File: src/design/lge_pkg.sv
`timescale 1ns / 1ps

package lge_pkg;

    // Default grid bounds, handed to the top level parameters.
    localparam int DEF_MAX_ROWS = 256;
    localparam int DEF_MAX_COLS = 256;

    // Fixed field widths of the channels.
    localparam int CMD_W       = 2;
    localparam int ROW_W       = 8;
    localparam int COL_W       = 8;
    localparam int CFG_INDEX_W = 2;
    localparam int CFG_DATA_W  = 9;

    // Configuration register indexes and reset values.
    localparam logic [CFG_INDEX_W-1:0] CFG_ROWS_IN_USE = CFG_INDEX_W'(0);
    localparam logic [CFG_INDEX_W-1:0] CFG_COLS_IN_USE = CFG_INDEX_W'(1);
    localparam logic [CFG_DATA_W-1:0]  ROWS_RESET      = CFG_DATA_W'(256);
    localparam logic [CFG_DATA_W-1:0]  COLS_RESET      = CFG_DATA_W'(256);

    // Command codes.
    typedef enum logic [CMD_W-1:0] {
        CMD_WRITE = 2'd0,
        CMD_READ  = 2'd1,
        CMD_STEP  = 2'd2,
        CMD_CLEAR = 2'd3
    } cmd_t;

    // Controller states.
    typedef enum logic [2:0] {
        ST_INIT,
        ST_IDLE,
        ST_READ,
        ST_CLEAR,
        ST_SCAN,
        ST_DRAIN,
        ST_DONE
    } state_t;

    // Position flags that travel with each scan position into the window pipeline.
    typedef struct packed {
        logic valid;
        logic first_col;
        logic col_pad;
        logic row_pad;
        logic row_ge1;
        logic row_ge2;
        logic center_ok;
    } scan_tag_t;

    // New value of one center cell coming out of the window pipeline.
    typedef struct packed {
        logic en;
        logic value;
    } cell_upd_t;

endpackage

File: src/design/lge_ram.sv
`timescale 1ns / 1ps

module lge_ram #(
    parameter int WIDTH = 1,
    parameter int DEPTH = 2
) (
    input  logic                      clk,
    input  logic                      we,
    input  logic [$clog2(DEPTH)-1:0]  waddr,
    input  logic [WIDTH-1:0]          wdata,
    input  logic [$clog2(DEPTH)-1:0]  raddr,
    output logic [WIDTH-1:0]          rdata
);

    logic [WIDTH-1:0] mem [DEPTH];

    // One write port and one registered read port.
    always_ff @(posedge clk)
    begin
        if (we)
        begin
            mem[waddr] <= wdata;
        end
        rdata <= mem[raddr];
    end

endmodule

File: src/design/lge_window.sv
`timescale 1ns / 1ps

module lge_window #(
    parameter int MAX_ROWS = lge_pkg::DEF_MAX_ROWS,
    parameter int MAX_COLS = lge_pkg::DEF_MAX_COLS
) (
    input  logic                                                  clk,
    input  logic                                                  rst_n,
    input  lge_pkg::scan_tag_t                                    tag,
    input  logic [$clog2(MAX_COLS)-1:0]                           lb_idx,
    input  logic [$clog2(MAX_ROWS*MAX_COLS+MAX_COLS+1)-1:0]       lin,
    input  logic                                                  grid_bit,
    output lge_pkg::cell_upd_t                                    upd,
    output logic [$clog2(MAX_ROWS*MAX_COLS)-1:0]                  upd_addr,
    output logic                                                  busy
);

    localparam int LB_AW  = $clog2(MAX_COLS);
    localparam int ADDR_W = $clog2(MAX_ROWS*MAX_COLS);
    localparam int LIN_W  = $clog2(MAX_ROWS*MAX_COLS+MAX_COLS+1);
    localparam logic [LIN_W-1:0] CENTER_OFS = LIN_W'(MAX_COLS + 1);

    // B3/S23: three neighbors give birth, two keep the cell, anything else kills it.
    function automatic logic life_rule(input logic [3:0] count, input logic self_bit);
        logic result;
        begin
            result = 1'b0;
            if (count == 4'd3)
            begin
                result = 1'b1;
            end
            else if (count == 4'd2)
            begin
                result = self_bit;
            end
            return result;
        end
    endfunction

    lge_pkg::scan_tag_t s1_tag_reg;
    lge_pkg::scan_tag_t s2_tag_reg;
    logic [LB_AW-1:0]   s1_lb_idx_reg;
    logic [LIN_W-1:0]   s1_lin_reg;
    logic [LIN_W-1:0]   s2_lin_reg;
    logic [2:0]         win0_reg;
    logic [2:0]         win1_reg;
    logic [2:0]         win2_reg;

    logic [1:0]         lb_rdata;
    logic [1:0]         lb_wdata;
    logic               lb_we;
    logic               col_live;
    logic               bot_bit;
    logic               mid_bit;
    logic               top_bit;
    logic [3:0]         neighbors;

    // Line buffer: bit 0 holds the previous row, bit 1 the row before it.
    lge_ram #(
        .WIDTH (2),
        .DEPTH (MAX_COLS)
    ) u_line_buf (
        .clk   (clk),
        .we    (lb_we),
        .waddr (s1_lb_idx_reg),
        .wdata (lb_wdata),
        .raddr (lb_idx),
        .rdata (lb_rdata)
    );

    // Stage 1: assemble the column of three cells, masking the border.
    always_comb
    begin
        col_live = !s1_tag_reg.col_pad;
        bot_bit  = grid_bit    & !s1_tag_reg.row_pad & col_live;
        mid_bit  = lb_rdata[0] & s1_tag_reg.row_ge1  & col_live;
        top_bit  = lb_rdata[1] & s1_tag_reg.row_ge2  & col_live;
        lb_we    = s1_tag_reg.valid && col_live;
        lb_wdata = {mid_bit, bot_bit};
    end

    // Pipeline flags and addresses.
    always_ff @(posedge clk or negedge rst_n)
    begin
        if (!rst_n)
        begin
            s1_tag_reg <= '0;
            s2_tag_reg <= '0;
        end
        else
        begin
            s1_tag_reg <= tag;
            s2_tag_reg <= s1_tag_reg;
        end
    end

    always_ff @(posedge clk)
    begin
        s1_lb_idx_reg <= lb_idx;
        s1_lin_reg    <= lin;
        s2_lin_reg    <= s1_lin_reg;
    end

    // Stage 2: three-column window, cleared at the start of each row.
    always_ff @(posedge clk)
    begin
        if (s1_tag_reg.valid)
        begin
            win0_reg <= {top_bit, mid_bit, bot_bit};
            win1_reg <= s1_tag_reg.first_col ? 3'b000 : win0_reg;
            win2_reg <= s1_tag_reg.first_col ? 3'b000 : win1_reg;
        end
    end

    // Stage 3: count neighbors of the center cell and apply the rule.
    always_comb
    begin
        neighbors = 4'(win0_reg[0]) + 4'(win0_reg[1]) + 4'(win0_reg[2])
                  + 4'(win1_reg[0]) + 4'(win1_reg[2])
                  + 4'(win2_reg[0]) + 4'(win2_reg[1]) + 4'(win2_reg[2]);
        upd.en    = s2_tag_reg.valid && s2_tag_reg.center_ok;
        upd.value = life_rule(neighbors, win1_reg[1]);
        upd_addr  = ADDR_W'(s2_lin_reg - CENTER_OFS);
        busy      = s1_tag_reg.valid || s2_tag_reg.valid;
    end

endmodule

File: config.mk
export PLATFORM = sky130hd
export DESIGN_NAME = lge_window
export DESIGN_NICKNAME = d
export VERILOG_FILES = /design/src/design/lge_pkg.sv /design/src/design/lge_ram.sv /design/src/design/lge_window.sv
export SDC_FILE = /design/constraint.sdc
export NUM_CORES = 1
export LEC_CHECK = 0
export BUFFER_PORTS_ARGS = -buffer_cell sky130_fd_sc_hd__buf_2
export CORE_ASPECT_RATIO = 1.1
export CORE_MARGIN = 1.5
export CORE_UTILIZATION = 50
export CTS_CLUSTER_DIAMETER = 50
export CTS_CLUSTER_SIZE = 40
export DETAILED_ROUTE_END_ITERATION = 8
export GPL_ROUTABILITY_DRIVEN = 0
export PLACE_DENSITY_LB_ADDON = 0.05
export SETUP_SLACK_MARGIN = 0.5
export SYNTH_ARGS = -nofsm -noshare
export SYNTH_HDL_FRONTEND = slang
export SYNTH_SLANG_ARGS = --single-unit
File: constraint.sdc
create_clock -name clk -period 14.8 [get_ports clk]
set_input_delay 2.22 -clock clk [delete_from_list [all_inputs] [get_ports clk]]
set_output_delay 2.22 -clock clk [all_outputs]
set_load 0.02 [all_outputs]
## Word-level counts from Yosys, hierarchy flattened

Memories as Yosys holds them, arrays and structs flattened. A register that Yosys moved wholly into a read port is not among the register bits.
Index checks and enable logic that the tools add are counted.
Widths: inputs -> output; s select.

| cells by class | value |
|---|---|
| reductions and logical operators | 5 |
| eq/ne operators | 2 |
| bitwise gates (word level) | 6 |
| mux-type cells | 4 |
| add/subtract/negate cells | 8 |

Operators with widths:

| cell | count |
|---|---|
| $add 4x1->4 | 4 |
| $sub 16x9->16 const B | 1 |
| $eq 4x2->1 const B | 2 |
| $and 1x1->1 | 6 |
| $add 3x1->4 | 1 |
| $mux 1 | 4 |
| $add 2x1->3 | 1 |
| $add 1x1->2 | 1 |
| $logic_and 1x1->1 | 2 |
| $logic_not 1->1 | 2 |
| $logic_or 1x1->1 | 1 |

| storage, ports and cells | value |
|---|---|
| input port bits | 35 |
| bits in registers | 58 |
| memories kept | 1 |
| memory bits (writable) | 512 |
| logic and storage cells | 41 |

Memories:

| memory | words | width | rd ports | clocked after Yosys merged registers in | wr ports | RTL line | text |
|---|---|---|---|---|---|---|---|
| u_line_buf.mem | 256 | 2 | 1 | 1 | 1 | lge_ram.sv:15 | `logic [WIDTH-1:0] mem [DEPTH];` |

## Logic depth before layout (Yosys ltp)

| logic depth | value |
|---|---|
| depth in word-level cells | 10 |
| mapped depth | 11 |
| depth with buffers taken out | 10 |

## Hierarchy

Synthesis repeated with hierarchy kept, for this count alone.

| unflattened totals | value |
|---|---|
| cells, all modules | 1391 |
| area, all modules | 23294.8 µm² |

By module, submodules not included:

| module | sequential area each (µm²) | instances | cells an instance | area an instance (µm²) |
|---|---|---|---|---|
| lge_ram | 15414.8 | 1 | 1242 | 21381.8 |
| lge_window | 1296.2 | 1 | 149 | 1913.1 |

## Least setup slack after synthesis

Ideal clock, no wire load.

| timing path | value |
|---|---|
| path type | input port to flip-flop |
| start | input port grid_bit |
| end | memory u_line_buf.mem[0][0] (data pin) |
| path slack | 176 ps |
| library setup time | 2224 ps |
| arrival | 12400 ps |
| stages on the path | 1 |
| path buffers | 0 |
| data required time | 12576 ps |
| path through | nor3b_1 |

| on the way | value |
|---|---|
| cells in the longest elaborated chain, start to end | 2 |

Ends and longest elaborated chain:

| element | RTL line | text |
|---|---|---|
| from (decl) | lge_window.sv:12 | `input logic grid_bit,` |
| $and 1x1->1 (2 in a row) | lge_window.sv:75 | `bot_bit = grid_bit & !s1_tag_reg.row_pad & col_live;` |
| to (decl) | lge_ram.sv:15 |  |

No other way between the ends.

==> impl_metrics.tcl <==
set metrics [dict create \
    status "finished, final reports clean" \
    overflow 0 \
    cts_tree "done" \
    cts_num_sinks 572 \
    most-common-layout-cells "edfxtp_1 (521), nor2_1 (275), mux2i_1 (100)" \
    finalSetupViolCount 0 \
    max_cap_violations 0 \
    grt_max_degree 258 \
    port_buffers 52 \
    endpoint_kind "output pin" \
    diodes 0 \
    final-hold-violation-count 0 \
    postLayoutCoreUtil 0.560 \
    yosys.area.top_type "edfxtp_1" \
    synth_cells 1382 \
    power_density_nw_per_um2 129 \
    synth-edff-count 521 \
    cts_resized 0 \
    coreArea_um2 45300 \
    post-cts-setup-buffer-count 0 \
    grt_pass1_vias 12300 \
    timing.final.crit_period_ps 5910 \
    rsz0062_at_grt "no" \
    drv_slew 0 \
    yosys.cell_types.count 51 \
    path_max_fanout 2 \
    cts_hold_buf 0 \
    synth.cell_area_um2 22900 \
    ir_drop_mv 0.102 \
    drc 0 \
    dieWidth_um 207 \
    hp-class "flop to flop" \
    area_growth_pct 10.9 \
    fin_skew_ps 27.2 \
    power.total_mw 3.27 \
    routedWlPerCell_um 25.5 \
    largest_reg_flops 512 \
    dp_cells 1961 \
    layout_commonest_cell "edfxtp_1" \
    crit_path_start_kind "flop" \
    h-tree-depth 2 \
    fin_ws_ps 8890 \
    die_y_um 227 \
    synth_area_leaders "edfxtp_1 (68%), mux4_2 (9.2%), nor2_1 (4.5%)" \
    worst_path_largest_cell_delay_ps 490 \
    yosysTopAreaCellShare 0.683 \
    cts_buffers 48 \
    via_count 12100 \
    pre_cts_ws_ps 8820 \
    totalWireLength_um 52300 \
    slew_headroom 0.171 \
    grt_pass1_wl_um 77400 \
    dp_hpwl_um 31300 \
    synth_fp_nets 1425 \
    fin_setup_tns_ps 0 \
    path_clk_slew_ps 70 \
    fmax_mhz 169 \
    drive_gt1_frac 0.183 \
    fin_cells 2050 \
    period_share 0.400 \
    clk_latency_ps 610 \
    wl_met1_um 22100 \
    initial_core_util 0.505 \
    first_pass_iters 5 \
    synth_seq_area_share 0.730 \
    pin_count 54 \
    grt_usage 0.226 \
    drt_iter0_markers 1169 \
    p_leak_nw 8.63 \
    synthArstFlopShare 0.0157 \
    yosys_warnings 0 \
    cts_root_buf "clkbuf_16" \
    cpMostUsedCell "fa_1" \
    worst_pin_slew_ps 1240 \
    top_layer "met4" \
    critPathRequiredTime_ps 12580 \
    cp_cell_sequence "inv_1 > fa_1 > fa_1 > fa_1 > inv_1 > ha_1 > fa_1 > o21ai_0 > o211a_1 > buf_2" \
    cts_buffer_depth 3 \
    cp.arrival_ps 3690 \
    dpl_cell_area_um2 23700 \
    critical_path_class "flop to output pin" \
    hold-worst-slack_ps 329 \
    antenna_found_initial 0 \
    layout.nets 1466 \
    placementRows 82 \
    fill_cells 3578 \
    slowest_stage "fa_1" \
    met2_length_um 25800 \
    viasPerCell 5.92 \
    ys_ff_latch 572 \
    ys.flop_type "edfxtp_1" \
    dieArea_um2 47100 \
    fin_area_um2 25400 \
    dr_wl_met3_um 3140 \
    syn_avg_cell_area_um2 16.6 \
    postRouteAntennaNets 0 \
]
-- report_power, final --
part,total [mW],leakage (nW),internal [mW],switching [mW]
clock,1.33,0.825,0.684,0.645
sequential,1.78,5.62,1.77,0.00774
combinational,0.164,2.18,0.0568,0.107
total,3.27,8.63,2.51,0.760
-- cell type report --
class                           instances  area [µm²]  share of cell area
Sequential cell                       572       16700               0.658
Multi-Input combinational cell        704        5690               0.224
Clock buffer                           52        1280              0.0504
Tap cell                              588         736              0.0290
Timing Repair Buffer                   79         490              0.0193
Clock inverter                         37         414              0.0163
Inverter                               18        67.6             0.00266
-- logic make-up after synthesis --
group | count (synthesis) | share of synthesized area
flip-flops | 572 | 0.730
AND/OR/NAND/NOR | 402 | 0.0748
multiplexers | 196 | 0.137
buffers and inverters | 106 | 0.0225
AO/OA/AOI/OAI | 84 | 0.0246
XOR/XNOR | 14 | 0.00536
adder cells (fa/ha/maj) | 8 | 0.00568
-- path summary, 6_finish.rpt --
kind,startpoint,end,slack [ps],depth (start not counted)
max in group asynchronous,rst_n,s1_tag_reg[4],13160,1
worst min-delay path,s1_lin_reg[1],s2_lin_reg[1],330,0
worst max register to register,s1_tag_reg[6],u_line_buf.mem[83][1],11780,5
min in group asynchronous,rst_n,s1_tag_reg[5],1470,1
worst max-delay path,win0_reg[1],upd[0],8890,10
worst min register to register,s1_lin_reg[1],s2_lin_reg[1],330,0
-- cell usage after synthesis (5+ instances only) --
cell / number
edfxtp_1: 521
buf_4: 10
xnor2_1: 8
a21oi_1: 6
nor2b_1: 13
nand3b_1: 5
nand2b_1: 5
inv_1: 16
clkbuf_1: 54
o22ai_1: 38
mux2i_1: 100
nand3_1: 24
nor3_1: 11
buf_2: 15
nor2_1: 276
dfrtp_1: 9
nand4_1: 11
nand2_1: 34
buf_6: 6
dfxtp_1: 42
nor4_1: 13
mux4_2: 94
xor2_1: 6
o21ai_0: 12
-- routing by layer --
metal / global-route usage / vias up
met5: 0 / -
met4: 0.0778 / 0
met3: 0.0389 / 77
met2: 0.372 / 349
met1: 0.306 / 6308
li1: - / 5397
-- critical path, delay by kind of cell (launching register included) --
family	cells	cell delay [ps]
fa+ha+maj	5	2060
flops	1	370
buf+inv	3	310
compound gates	2	360
(Power assumes the default switching activity.)
