**config.mk**
```make
export PLATFORM = sky130hd
export DESIGN_NAME = lge_ctrl_flat
export DESIGN_NICKNAME = d
export VERILOG_FILES = /design/src/design/lge_pkg.sv /design/src/design/lge_if.sv /design/src/design/lge_ctrl.sv /design/src/flat_wrapper.sv
export SDC_FILE = /design/constraint.sdc
export NUM_CORES = 1
export LEC_CHECK = 0
export BUFFER_PORTS_ARGS = -buffer_cell sky130_fd_sc_hd__buf_2
export CORE_UTILIZATION = 30
export DETAILED_ROUTE_END_ITERATION = 8
export PLACE_DENSITY = 0.61
export SLEW_MARGIN = 20
export SYNTH_ARGS = -nofsm -noshare
export SYNTH_HDL_FRONTEND = slang
export SYNTH_SLANG_ARGS = --single-unit
```
**constraint.sdc**
```tcl
create_clock -name clk -period 2.53 [get_ports clk]
set_input_delay 0.506 -clock clk [delete_from_list [all_inputs] [get_ports clk]]
set_output_delay 0.506 -clock clk [all_outputs]
set_load 0.03 [all_outputs]
```
**src/design/lge_pkg.sv**
```systemverilog
`timescale 1ns / 1ps

package lge_pkg;

    // Default grid bounds, handed to the top level parameters.
    localparam int DEF_MAX_ROWS = 256;
    localparam int DEF_MAX_COLS = 256;

    // Fixed field widths of the channels.
    localparam int CMD_W       = 2;
    localparam int ROW_W       = 8;
    localparam int COL_W       = 8;
    localparam int CFG_INDEX_W = 2;
    localparam int CFG_DATA_W  = 9;

    // Configuration register indexes and reset values.
    localparam logic [CFG_INDEX_W-1:0] CFG_ROWS_IN_USE = CFG_INDEX_W'(0);
    localparam logic [CFG_INDEX_W-1:0] CFG_COLS_IN_USE = CFG_INDEX_W'(1);
    localparam logic [CFG_DATA_W-1:0]  ROWS_RESET      = CFG_DATA_W'(256);
    localparam logic [CFG_DATA_W-1:0]  COLS_RESET      = CFG_DATA_W'(256);

    // Command codes.
    typedef enum logic [CMD_W-1:0] {
        CMD_WRITE = 2'd0,
        CMD_READ  = 2'd1,
        CMD_STEP  = 2'd2,
        CMD_CLEAR = 2'd3
    } cmd_t;

    // Controller states.
    typedef enum logic [2:0] {
        ST_INIT,
        ST_IDLE,
        ST_READ,
        ST_CLEAR,
        ST_SCAN,
        ST_DRAIN,
        ST_DONE
    } state_t;

    // Position flags that travel with each scan position into the window pipeline.
    typedef struct packed {
        logic valid;
        logic first_col;
        logic col_pad;
        logic row_pad;
        logic row_ge1;
        logic row_ge2;
        logic center_ok;
    } scan_tag_t;

    // New value of one center cell coming out of the window pipeline.
    typedef struct packed {
        logic en;
        logic value;
    } cell_upd_t;

endpackage

```
**src/design/lge_if.sv**
```systemverilog
`timescale 1ns / 1ps

// Command channel: one transfer carries one command item.
interface lge_cmd_if;
    logic                         valid;
    logic                         ready;
    logic [lge_pkg::CMD_W-1:0]    command;
    logic [lge_pkg::ROW_W-1:0]    row;
    logic [lge_pkg::COL_W-1:0]    column;
    logic                         write_value;

    modport source (output valid, output command, output row, output column,
                    output write_value, input ready);
    modport sink   (input valid, input command, input row, input column,
                    input write_value, output ready);
endinterface

// Result channel: one transfer carries one result item.
interface lge_res_if;
    logic                         valid;
    logic                         ready;
    logic                         cell_value;
    logic [lge_pkg::CMD_W-1:0]    done_command;

    modport source (output valid, output cell_value, output done_command, input ready);
    modport sink   (input valid, input cell_value, input done_command, output ready);
endinterface

// Configuration write channel.
interface lge_cfg_if;
    logic                              valid;
    logic                              ready;
    logic [lge_pkg::CFG_INDEX_W-1:0]   index;
    logic [lge_pkg::CFG_DATA_W-1:0]    data;

    modport source (output valid, output index, output data, input ready);
    modport sink   (input valid, input index, input data, output ready);
endinterface

```
**src/design/lge_ctrl.sv**
```systemverilog
`timescale 1ns / 1ps

module lge_ctrl #(
    parameter int MAX_ROWS = lge_pkg::DEF_MAX_ROWS,
    parameter int MAX_COLS = lge_pkg::DEF_MAX_COLS
) (
    input  logic                                               clk,
    input  logic                                               rst_n,
    lge_cmd_if.sink                                            cmd,
    lge_res_if.source                                          res,
    lge_cfg_if.sink                                            cfg,
    output logic [$clog2(MAX_ROWS*MAX_COLS)-1:0]               grid_raddr,
    input  logic                                               grid_rdata,
    output logic                                               grid_we,
    output logic [$clog2(MAX_ROWS*MAX_COLS)-1:0]               grid_waddr,
    output logic                                               grid_wdata,
    output lge_pkg::scan_tag_t                                 scan_tag,
    output logic [$clog2(MAX_COLS)-1:0]                        lb_idx,
    output logic [$clog2(MAX_ROWS*MAX_COLS+MAX_COLS+1)-1:0]    lin,
    input  lge_pkg::cell_upd_t                                 upd,
    input  logic [$clog2(MAX_ROWS*MAX_COLS)-1:0]               upd_addr,
    input  logic                                               sweep_busy
);

    localparam int DEPTH  = MAX_ROWS * MAX_COLS;
    localparam int ADDR_W = $clog2(DEPTH);
    localparam int LIN_W  = $clog2(DEPTH + MAX_COLS + 1);
    localparam int LB_AW  = $clog2(MAX_COLS);
    localparam int RC_W   = $clog2(MAX_ROWS + 1);
    localparam int CC_W   = $clog2(MAX_COLS + 1);
    localparam int ER_W   = (RC_W > lge_pkg::CFG_DATA_W) ? RC_W : lge_pkg::CFG_DATA_W;
    localparam int EC_W   = (CC_W > lge_pkg::CFG_DATA_W) ? CC_W : lge_pkg::CFG_DATA_W;
    localparam logic [LIN_W-1:0] LAST_ADDR  = LIN_W'(DEPTH - 1);
    localparam logic [LIN_W-1:0] ROW_STRIDE = LIN_W'(MAX_COLS);

    lge_pkg::state_t                  state_reg;
    lge_pkg::state_t                  state_next;
    logic [lge_pkg::CFG_DATA_W-1:0]   rows_reg;
    logic [lge_pkg::CFG_DATA_W-1:0]   cols_reg;
    logic [LIN_W-1:0]                 lin_reg;
    logic [LIN_W-1:0]                 rowbase_reg;
    logic [RC_W-1:0]                  ir_reg;
    logic [CC_W-1:0]                  ic_reg;
    logic                             inside_reg;
    logic [lge_pkg::CMD_W-1:0]        pend_cmd_reg;
    logic                             pend_value_reg;
    logic                             out_valid_reg;
    logic                             cell_value_reg;
    logic [lge_pkg::CMD_W-1:0]        done_cmd_reg;

    logic [RC_W-1:0]                  eff_rows;
    logic [CC_W-1:0]                  eff_cols;
    logic                             area_empty;
    logic                             in_area;
    logic [ADDR_W-1:0]                cmd_addr;
    logic                             accept;
    lge_pkg::cmd_t                    cmd_code;
    logic                             col_end;
    logic                             row_end;
    logic                             out_load;

    // Active area, with register values above the maximum saturated.
    always_comb
    begin
        eff_rows = (ER_W'(rows_reg) > ER_W'(MAX_ROWS)) ? RC_W'(MAX_ROWS) : RC_W'(rows_reg);
        eff_cols = (EC_W'(cols_reg) > EC_W'(MAX_COLS)) ? CC_W'(MAX_COLS) : CC_W'(cols_reg);
        area_empty = (eff_rows == '0) || (eff_cols == '0);
        in_area  = (ER_W'(cmd.row) < ER_W'(eff_rows)) && (EC_W'(cmd.column) < EC_W'(eff_cols));
        cmd_addr = ADDR_W'(ADDR_W'(cmd.row) * ADDR_W'(MAX_COLS) + ADDR_W'(cmd.column));
        accept   = cmd.valid && cmd.ready;
        cmd_code = lge_pkg::cmd_t'(cmd.command);
        col_end  = (ic_reg == eff_cols);
        row_end  = (ir_reg == eff_rows);
        out_load = (state_reg == lge_pkg::ST_DONE) && (!out_valid_reg || res.ready);
    end

    // Configuration registers; writes are taken in every cycle.
    assign cfg.ready = 1'b1;

    always_ff @(posedge clk or negedge rst_n)
    begin
        if (!rst_n)
        begin
            rows_reg <= lge_pkg::ROWS_RESET;
            cols_reg <= lge_pkg::COLS_RESET;
        end
        else if (cfg.valid && cfg.ready)
        begin
            case (cfg.index)
                lge_pkg::CFG_ROWS_IN_USE: rows_reg <= cfg.data;
                lge_pkg::CFG_COLS_IN_USE: cols_reg <= cfg.data;
                default: ;
            endcase
        end
    end

    // Next state.
    always_comb
    begin
        state_next = state_reg;
        case (state_reg)
            lge_pkg::ST_INIT:
            begin
                if (lin_reg == LAST_ADDR)
                begin
                    state_next = lge_pkg::ST_IDLE;
                end
            end
            lge_pkg::ST_IDLE:
            begin
                if (accept)
                begin
                    case (cmd_code)
                        lge_pkg::CMD_WRITE: state_next = lge_pkg::ST_DONE;
                        lge_pkg::CMD_READ:  state_next = lge_pkg::ST_READ;
                        lge_pkg::CMD_STEP:  state_next = area_empty ? lge_pkg::ST_DONE
                                                                    : lge_pkg::ST_SCAN;
                        lge_pkg::CMD_CLEAR: state_next = lge_pkg::ST_CLEAR;
                        default:            state_next = lge_pkg::ST_DONE;
                    endcase
                end
            end
            lge_pkg::ST_READ:
            begin
                state_next = lge_pkg::ST_DONE;
            end
            lge_pkg::ST_CLEAR:
            begin
                if (lin_reg == LAST_ADDR)
                begin
                    state_next = lge_pkg::ST_DONE;
                end
            end
            lge_pkg::ST_SCAN:
            begin
                if (col_end && row_end)
                begin
                    state_next = lge_pkg::ST_DRAIN;
                end
            end
            lge_pkg::ST_DRAIN:
            begin
                if (!sweep_busy)
                begin
                    state_next = lge_pkg::ST_DONE;
                end
            end
            lge_pkg::ST_DONE:
            begin
                if (out_load)
                begin
                    state_next = lge_pkg::ST_IDLE;
                end
            end
            default: state_next = lge_pkg::ST_IDLE;
        endcase
    end

    always_ff @(posedge clk or negedge rst_n)
    begin
        if (!rst_n)
        begin
            state_reg <= lge_pkg::ST_INIT;
        end
        else
        begin
            state_reg <= state_next;
        end
    end

    // Outputs: handshake, grid port selection and scan position flags.
    always_comb
    begin
        cmd.ready  = (state_reg == lge_pkg::ST_IDLE);
        grid_we    = 1'b0;
        grid_waddr = '0;
        grid_wdata = 1'b0;
        grid_raddr = '0;
        case (state_reg)
            lge_pkg::ST_INIT, lge_pkg::ST_CLEAR:
            begin
                grid_we    = 1'b1;
                grid_waddr = ADDR_W'(lin_reg);
            end
            lge_pkg::ST_IDLE:
            begin
                grid_we    = accept && (cmd_code == lge_pkg::CMD_WRITE) && in_area;
                grid_waddr = cmd_addr;
                grid_wdata = cmd.write_value;
                grid_raddr = cmd_addr;
            end
            lge_pkg::ST_SCAN, lge_pkg::ST_DRAIN:
            begin
                grid_we    = upd.en;
                grid_waddr = upd_addr;
                grid_wdata = upd.value;
                grid_raddr = (col_end || row_end) ? '0 : ADDR_W'(lin_reg);
            end
            default: ;
        endcase

        scan_tag.valid     = (state_reg == lge_pkg::ST_SCAN);
        scan_tag.first_col = (ic_reg == '0);
        scan_tag.col_pad   = col_end;
        scan_tag.row_pad   = row_end;
        scan_tag.row_ge1   = (ir_reg != '0);
        scan_tag.row_ge2   = (ir_reg > RC_W'(1));
        scan_tag.center_ok = (ir_reg != '0) && (ic_reg != '0);
        lb_idx             = col_end ? '0 : LB_AW'(ic_reg);
        lin                = lin_reg;
    end

    // Sweep counters and the pending result.
    always_ff @(posedge clk or negedge rst_n)
    begin
        if (!rst_n)
        begin
            lin_reg        <= '0;
            rowbase_reg    <= '0;
            ir_reg         <= '0;
            ic_reg         <= '0;
            inside_reg     <= 1'b0;
            pend_cmd_reg   <= '0;
            pend_value_reg <= 1'b0;
        end
        else
        begin
            case (state_reg)
                lge_pkg::ST_INIT, lge_pkg::ST_CLEAR:
                begin
                    lin_reg <= lin_reg + LIN_W'(1);
                end
                lge_pkg::ST_IDLE:
                begin
                    if (accept)
                    begin
                        lin_reg        <= '0;
                        rowbase_reg    <= '0;
                        ir_reg         <= '0;
                        ic_reg         <= '0;
                        inside_reg     <= in_area;
                        pend_cmd_reg   <= cmd.command;
                        pend_value_reg <= 1'b0;
                    end
                end
                lge_pkg::ST_READ:
                begin
                    pend_value_reg <= inside_reg & grid_rdata;
                end
                lge_pkg::ST_SCAN:
                begin
                    if (col_end)
                    begin
                        ic_reg      <= '0;
                        ir_reg      <= ir_reg + RC_W'(1);
                        rowbase_reg <= rowbase_reg + ROW_STRIDE;
                        lin_reg     <= rowbase_reg + ROW_STRIDE;
                    end
                    else
                    begin
                        ic_reg  <= ic_reg + CC_W'(1);
                        lin_reg <= lin_reg + LIN_W'(1);
                    end
                end
                default: ;
            endcase
        end
    end

    // Output register: the next command is taken while a result waits here.
    always_ff @(posedge clk or negedge rst_n)
    begin
        if (!rst_n)
        begin
            out_valid_reg <= 1'b0;
        end
        else if (out_load)
        begin
            out_valid_reg <= 1'b1;
        end
        else if (res.ready)
        begin
            out_valid_reg <= 1'b0;
        end
    end

    always_ff @(posedge clk)
    begin
        if (out_load)
        begin
            cell_value_reg <= pend_value_reg;
            done_cmd_reg   <= pend_cmd_reg;
        end
    end

    assign res.valid        = out_valid_reg;
    assign res.cell_value   = cell_value_reg;
    assign res.done_command = done_cmd_reg;

    // The window pipeline writes the grid only while a generation is running.
    a_sweep_write_in_step: assert property (@(posedge clk) disable iff (!rst_n)
        upd.en |-> (state_reg == lge_pkg::ST_SCAN || state_reg == lge_pkg::ST_DRAIN))
        else $error("window update outside a generation step");

    // The window pipeline is empty whenever no generation is running.
    a_pipe_empty_outside_step: assert property (@(posedge clk) disable iff (!rst_n)
        (state_reg != lge_pkg::ST_SCAN && state_reg != lge_pkg::ST_DRAIN) |-> !sweep_busy)
        else $error("window pipeline busy outside a generation step");

    // Only a read result can carry a live cell.
    a_value_only_on_read: assert property (@(posedge clk) disable iff (!rst_n)
        (out_valid_reg && cell_value_reg) |-> (done_cmd_reg == lge_pkg::CMD_READ))
        else $error("nonzero cell value on a result that is not a read");

endmodule

```
**src/flat_wrapper.sv**
```systemverilog
// flat-port wrapper written by rule: the top's interface ports become plain ports
module lge_ctrl_flat 
#(
    parameter int MAX_ROWS = lge_pkg::DEF_MAX_ROWS,
    parameter int MAX_COLS = lge_pkg::DEF_MAX_COLS
)
  (clk, rst_n, grid_raddr, grid_rdata, grid_we, grid_waddr, grid_wdata, scan_tag, lb_idx, lin, upd, upd_addr, sweep_busy, cmd_valid, cmd_command, cmd_row, cmd_column, cmd_write_value, cmd_ready, res_valid, res_cell_value, res_done_command, res_ready, cfg_valid, cfg_index, cfg_data, cfg_ready);
  lge_cmd_if cmd_i ();
  lge_res_if res_i ();
  lge_cfg_if cfg_i ();
  input  logic clk;
  input  logic rst_n;
  output logic [$clog2(MAX_ROWS*MAX_COLS)-1:0] grid_raddr;
  input  logic grid_rdata;
  output logic grid_we;
  output logic [$clog2(MAX_ROWS*MAX_COLS)-1:0] grid_waddr;
  output logic grid_wdata;
  output lge_pkg::scan_tag_t scan_tag;
  output logic [$clog2(MAX_COLS)-1:0] lb_idx;
  output logic [$clog2(MAX_ROWS*MAX_COLS+MAX_COLS+1)-1:0] lin;
  input  lge_pkg::cell_upd_t upd;
  input  logic [$clog2(MAX_ROWS*MAX_COLS)-1:0] upd_addr;
  input  logic sweep_busy;
  input wire logic [$bits(cmd_i.valid)-1:0] cmd_valid;
  input wire logic [$bits(cmd_i.command)-1:0] cmd_command;
  input wire logic [$bits(cmd_i.row)-1:0] cmd_row;
  input wire logic [$bits(cmd_i.column)-1:0] cmd_column;
  input wire logic [$bits(cmd_i.write_value)-1:0] cmd_write_value;
  output wire logic [$bits(cmd_i.ready)-1:0] cmd_ready;
  output wire logic [$bits(res_i.valid)-1:0] res_valid;
  output wire logic [$bits(res_i.cell_value)-1:0] res_cell_value;
  output wire logic [$bits(res_i.done_command)-1:0] res_done_command;
  input wire logic [$bits(res_i.ready)-1:0] res_ready;
  input wire logic [$bits(cfg_i.valid)-1:0] cfg_valid;
  input wire logic [$bits(cfg_i.index)-1:0] cfg_index;
  input wire logic [$bits(cfg_i.data)-1:0] cfg_data;
  output wire logic [$bits(cfg_i.ready)-1:0] cfg_ready;
  assign cmd_i.valid = cmd_valid;
  assign cmd_i.command = cmd_command;
  assign cmd_i.row = cmd_row;
  assign cmd_i.column = cmd_column;
  assign cmd_i.write_value = cmd_write_value;
  assign cmd_ready = cmd_i.ready;
  assign res_valid = res_i.valid;
  assign res_cell_value = res_i.cell_value;
  assign res_done_command = res_i.done_command;
  assign res_i.ready = res_ready;
  assign cfg_i.valid = cfg_valid;
  assign cfg_i.index = cfg_index;
  assign cfg_i.data = cfg_data;
  assign cfg_ready = cfg_i.ready;
  lge_ctrl #(.MAX_ROWS(MAX_ROWS), .MAX_COLS(MAX_COLS)) u_core (.clk(clk), .rst_n(rst_n), .cmd(cmd_i), .res(res_i), .cfg(cfg_i), .grid_raddr(grid_raddr), .grid_rdata(grid_rdata), .grid_we(grid_we), .grid_waddr(grid_waddr), .grid_wdata(grid_wdata), .scan_tag(scan_tag), .lb_idx(lb_idx), .lin(lin), .upd(upd), .upd_addr(upd_addr), .sweep_busy(sweep_busy));
endmodule
```
; ---- After elaboration in Yosys (flattened, before gate mapping)
; Index checks and enable logic that the tools add are counted.
[op_classes]
addsub = 5
eq_ne = 20
magnitude_cmp = 5
n_bitwise = 1
reduce_logical = 33
muxes = 31
[ops]
columns = cell, count
row1 = 17-bit 2-to-1 mux, 3
row2 = 17-bit case mux with 3 select lines, 1
row3 = 16-bit case mux with 3 select lines, 1
row4 = 9-bit 2-to-1 mux, 5
row5 = 9-bit case mux with 2 select lines, 2
row6 = 17-bit case mux with 2 select lines, 1
row7 = 16-bit case mux with 2 select lines, 1
row8 = 9-bit logical NOT, 3
row9 = 3-bit case mux with 7 select lines, 1
row10 = 9-bit by 1-bit adder with 9-bit output (second input constant), 2
row11 = 9-bit == test, 2
row12 = 9-bit greater-than comparator (second input constant), 2
row13 = 8-bit by 9-bit < comparator with 1-bit output, 2
row14 = 3-bit 2-to-1 mux, 6
row15 = 9-bit nonzero test, 2
row16 = 17-bit by 1-bit adder with 17-bit output (second input constant), 1
row17 = 17-bit by 9-bit adder with 17-bit output (second input constant), 1
row18 = 17-bit by 16-bit == test with 1-bit output (second input constant), 1
row19 = 16-bit by 8-bit adder with 16-bit output, 1
row20 = 16-bit 2-to-1 mux, 1
row21 = 3-bit case mux with 4 select lines, 1
row22 = 2-bit AND reduction, 6
row23 = 2-bit by 1-bit != test with 1-bit output (second input constant), 5
row24 = 3-bit == test (second input constant), 3
row25 = other kinds (22), 41
[word_totals]
register_bits = 81
inputBits = 55
output_inout_bits = 72

; ---- Logic depth before layout (Yosys ltp)
[depth]
word_depth = 8
depth_mapped = 10
ltp_nobuf = 10

; ---- Worst setup path before layout
; Ideal clock, no wire load.
[synth_timing]
path_type = flip-flop to output port
from = register u_core.cols_reg[8] (netlist bit)
to = output port grid_we
t_arrival_ns = 2.953
setup_slack_ns = -0.929
t_required_ns = 2.024
path_stages_with_launch = 9
path_cell_list = dfstp_2 clkbuf_1 nand2b_1 ha_1 and3_1 a2111o_1 a31oi_1 o32ai_1 o41ai_1
[synth_between]
elab_chain_cells = 6
[synth_lines]
columns = element, line
row1 = from (decl), lge_ctrl.sv:39  ; logic [lge_pkg::CFG_DATA_W-1:0] cols_reg;
row2 = from (signal assigned), lge_ctrl.sv:85  ; cols_reg <= lge_pkg::COLS_RESET;
row3 = from (signal assigned), lge_ctrl.sv:91  ; lge_pkg::CFG_COLS_IN_USE: cols_reg <= cfg.data;
row4 = 9-bit greater-than comparator, lge_ctrl.sv:66  ; eff_cols = (EC_W'(cols_reg) > EC_W'(MAX_COLS)) ? CC_W'(MAX_COLS) : CC_W'(cols_reg);
row5 = 9-bit 2-to-1 mux (*), lge_ctrl.sv:66
row6 = 8-bit by 9-bit < comparator with 1-bit output (*), lge_ctrl.sv:68  ; in_area = (ER_W'(cmd.row) < ER_W'(eff_rows)) && (EC_W'(cmd.column) < EC_W'(eff_cols));
row7 = 1-bit logical AND (*), lge_ctrl.sv:68
row8 = 1-bit logical AND (*), lge_ctrl.sv:187  ; grid_we = accept && (cmd_code == lge_pkg::CMD_WRITE) && in_area;
row9 = 1-bit case mux with 3 select lines (*), lge_ctrl.sv:179  ; case (state_reg)
row10 = to (decl), flat_wrapper.sv:15  ; output logic grid_we;
; Mark *: on every way between the ends. The rest lies on a longest branch, timed or not.

; ---- Worst setup path in the final report
[layout_timing]
from = register u_core.cols_reg[7] (netlist bit)
to = output port grid_raddr[15]
[layout_between]
elab_chain_cells = 6
[layout_lines]
columns = element, line
row1 = 9-bit greater-than comparator, lge_ctrl.sv:66
row2 = 9-bit 2-to-1 mux (*), lge_ctrl.sv:66
row3 = 9-bit == test (*), lge_ctrl.sv:72  ; col_end = (ic_reg == eff_cols);
row4 = 1-bit logical OR (*), lge_ctrl.sv:197  ; grid_raddr = (col_end || row_end) ? '0 : ADDR_W'(lin_reg);
row5 = 16-bit 2-to-1 mux (*), lge_ctrl.sv:197
row6 = 16-bit case mux with 2 select lines (*), lge_ctrl.sv:179
row7 = to (decl), flat_wrapper.sv:13  ; output logic [$clog2(MAX_ROWS*MAX_COLS)-1:0] grid_raddr;
; Marks and branches as above.

==> results.toml <==
[global_routing]
overflow = 0
grt_max_degree = 71
grt_pass1_vias = 5156
grt_pass1_wl_um = 28600
antenna_found_initial = 3
track_usage_pct = 20.5

[place]
place_inst = 1037
place_congestion = 0.884
dp_hpwl_um = 14000
buffer_ports.inserted = 125

[clocking]
tritoncts = "built"
ctsRootBufferMaster = "clkbuf_16"
cts_sinks = 73
numCtsBuffers = 9
clk_latency_ns = 0.34
clockBufferDepth = 2
h-tree-depth = 3
hold_buffers = 0
clk_transition_reported_paths_ns = 0.06

[route]
drt_pre_antenna_iters = 5
drt-wirelength-per-cell_um = 17.7
num_vias = 5677
ant_nets = 0
vias_per_cell = 5.30
drt-total-wl_um = 19000
drc = 0
dr.first_iter.drc_count = 452

[floorplan]
dieArea_mm2 = 0.0184
die_h_um = 135
start_util_pct = 30.8
die_x_um = 135
core-area_mm2 = 0.0174
std_cell_rows = 48
io-pin-count = 127

[power_and_ir_drop]
power_frac_comb_pct = 19.8
leakage_nw = 3.66
switching_share_pct = 26.0
intPower_mw = 2.52
p_sw_mw = 0.885
seqPwrFrac_pct = 38.1
ir_worst_vdd_uv = 319
p_clk_share_pct = 42.1
power_density_mw_per_mm2 = 441

[synthesis]
syn_area_per_cell_um2 = 8.51
synth_top_cell_by_area = "dfrtp_1"
yosysSeqAreaShare_pct = 34.5
synthArstFlopShare_pct = 95.9
synthCells = 628
synth-edff-count = 3
synth_warnings = 0
ys_types = 73
synth_area_leaders = "dfrtp_1 32%, ha_1 5.2%, nand2_1 4.5%"
ys_ff_latch = 73
synth_nets = 705
syn_area_mm2 = 0.00534
synth.top_cell.area_share_pct = 31.8
ys.flop_type = "dfrtp_1"

[sta]
fin_ws_ns = -0.636
setup_tns_ns = -14.75
slew_violations = 0
finalCritPeriodShare_pct = 125
fin_crit_ns = 3.17
hold_viol = 0
max_freq_ghz = 0.316
setup_viol = 27
finClkSkew_ns = 0.00513
rsz0062_at_grt = "true"

[run]
cap_violations = 0

[critical_path]
path_cells = "or4_4 -> o21ai_2 -> nand4_1 -> or3_4 -> inv_8 -> nor2_4 -> a32o_2 -> buf_6"
crit_slowest_cell = "or4_4"
cpPeakStageDelay_ns = 0.57
crit_family = "simple AND/OR/NAND/NOR gates"
path_buf_inv = 2
worst-endpoint-required_ns = 2.02
start_kind = "register"
critical_path_class = "reg -> out"
crit_fanout = 8
end_kind = "output pin"
cp_data_arrival_time_ns = 2.66

[min_path]
min_path_type = "in -> async"

[finish]
fin_nets = 917
multi_input_area_mm2 = 0.00345
syn_to_final_growth_pct = 44.6
drive_gt1_share_pct = 40.4
fin_cells = 1071
final_cell_mix = "111 x buf_4, 98 x buf_2, 66 x dfrtp_1"
nFillCells = 1680
seq_area_mm2 = 0.00185
layout_commonest_cell = "buf_4"
largest_reg_flops = 17

[outcome]
status = "complete, but fails checks"
failed_checks = "setup timing"
[final timing paths]
check / startpoint / to / slack [ns] / cells past startpoint
worst max-delay path: u_core.cols_reg[7] / grid_raddr[15] / -0.64 / 8
worst min-delay path: rst_n / u_core.lin[4] / 0.17 / 2
worst max register to register: u_core.cols_reg[7] / u_core.ic_reg[4] / 0.02 / 10
worst min register to register: u_core.pend_cmd_reg[0] / u_core.res.done_command[0] / 0.45 / 0
max in group asynchronous: rst_n / u_core.rows_reg[8] / 1.98 / 2
min in group clk: cfg_data[1] / u_core.rows_reg[1] / 0.41 / 2
[power groups by stage]
stage | logic (mW) | registers (mW) | clock network, mW
after floorplan | 0.300 | 1.31 | 0
after global placement | 0.564 | 1.31 | 0
after detailed placement | 0.577 | 1.31 | 0
after CTS | 0.641 | 1.29 | 1.46
after global routing | 0.734 | 1.30 | 1.52
final | 0.673 | 1.30 | 1.43
[through the flow]
stage                     utilization [%]  total power [mW]  cell area (µm²)  hold slack (ns)  setup WS, ns
after floorplan                         -              1.61             5470            0.210        -0.374
after global placement               40.0              1.88             6950            0.433        -0.401
after detailed placement             40.0              1.89             6950            0.433        -0.409
after CTS                            44.2              3.40             7670            0.207        -0.561
after global routing                 44.5              3.56             7730            0.213        -0.719
final                                44.5              3.41             7730            0.169        -0.636
[cells in the mapped netlist (13+ instances only)]
library cell  instances
a32o_1               17
a21oi_1              36
nor3_1               13
nand2_1              64
mux2_2               19
clkbuf_1             35
o21ai_0              46
and3_1               13
nand2b_1             27
inv_1                16
nand3_1              25
ha_1                 22
mux2i_1              16
dfrtp_1              68
nor2_1               46
[cell type report]
cell class                 count  share of cell area, %
tap                          225                   3.64
clock buffer                  12                   3.32
antenna                        1                 0.0324
multi-input combinational    494                   44.7
clock inverter                 4                  0.971
inverter                      18                  0.971
timing repair buffer         244                   22.5
sequential                    73                   23.9
[routing by layer]
metal / up-vias / routed length [µm] / track usage [%]
li1: 2730 / - / -
met1: 2719 / 8730 / 27.5
met5: - / 13 / 0
met4: 2 / 302 / 5.87
met2: 203 / 8680 / 33.2
met3: 23 / 1230 / 4.26
[cell families after synthesis]
kind of cell | after synthesis | synth area share (%)
buf+inv | 62 | 4.89
compound gates | 170 | 21.4
fa+ha+maj | 22 | 5.15
xor+xnor | 18 | 2.95
simple gates | 247 | 24.0
flops | 73 | 34.5
other cells | 1 | 0.0702
mux | 35 | 7.00
[timing repair]
item	in CTS	in global routing
pin swaps	27	3
setup endpoints to repair	27	39
buffers inserted	12	8
cloned	1	0
gates resized for setup	80	14
Power figures use the tool's default switching activity.
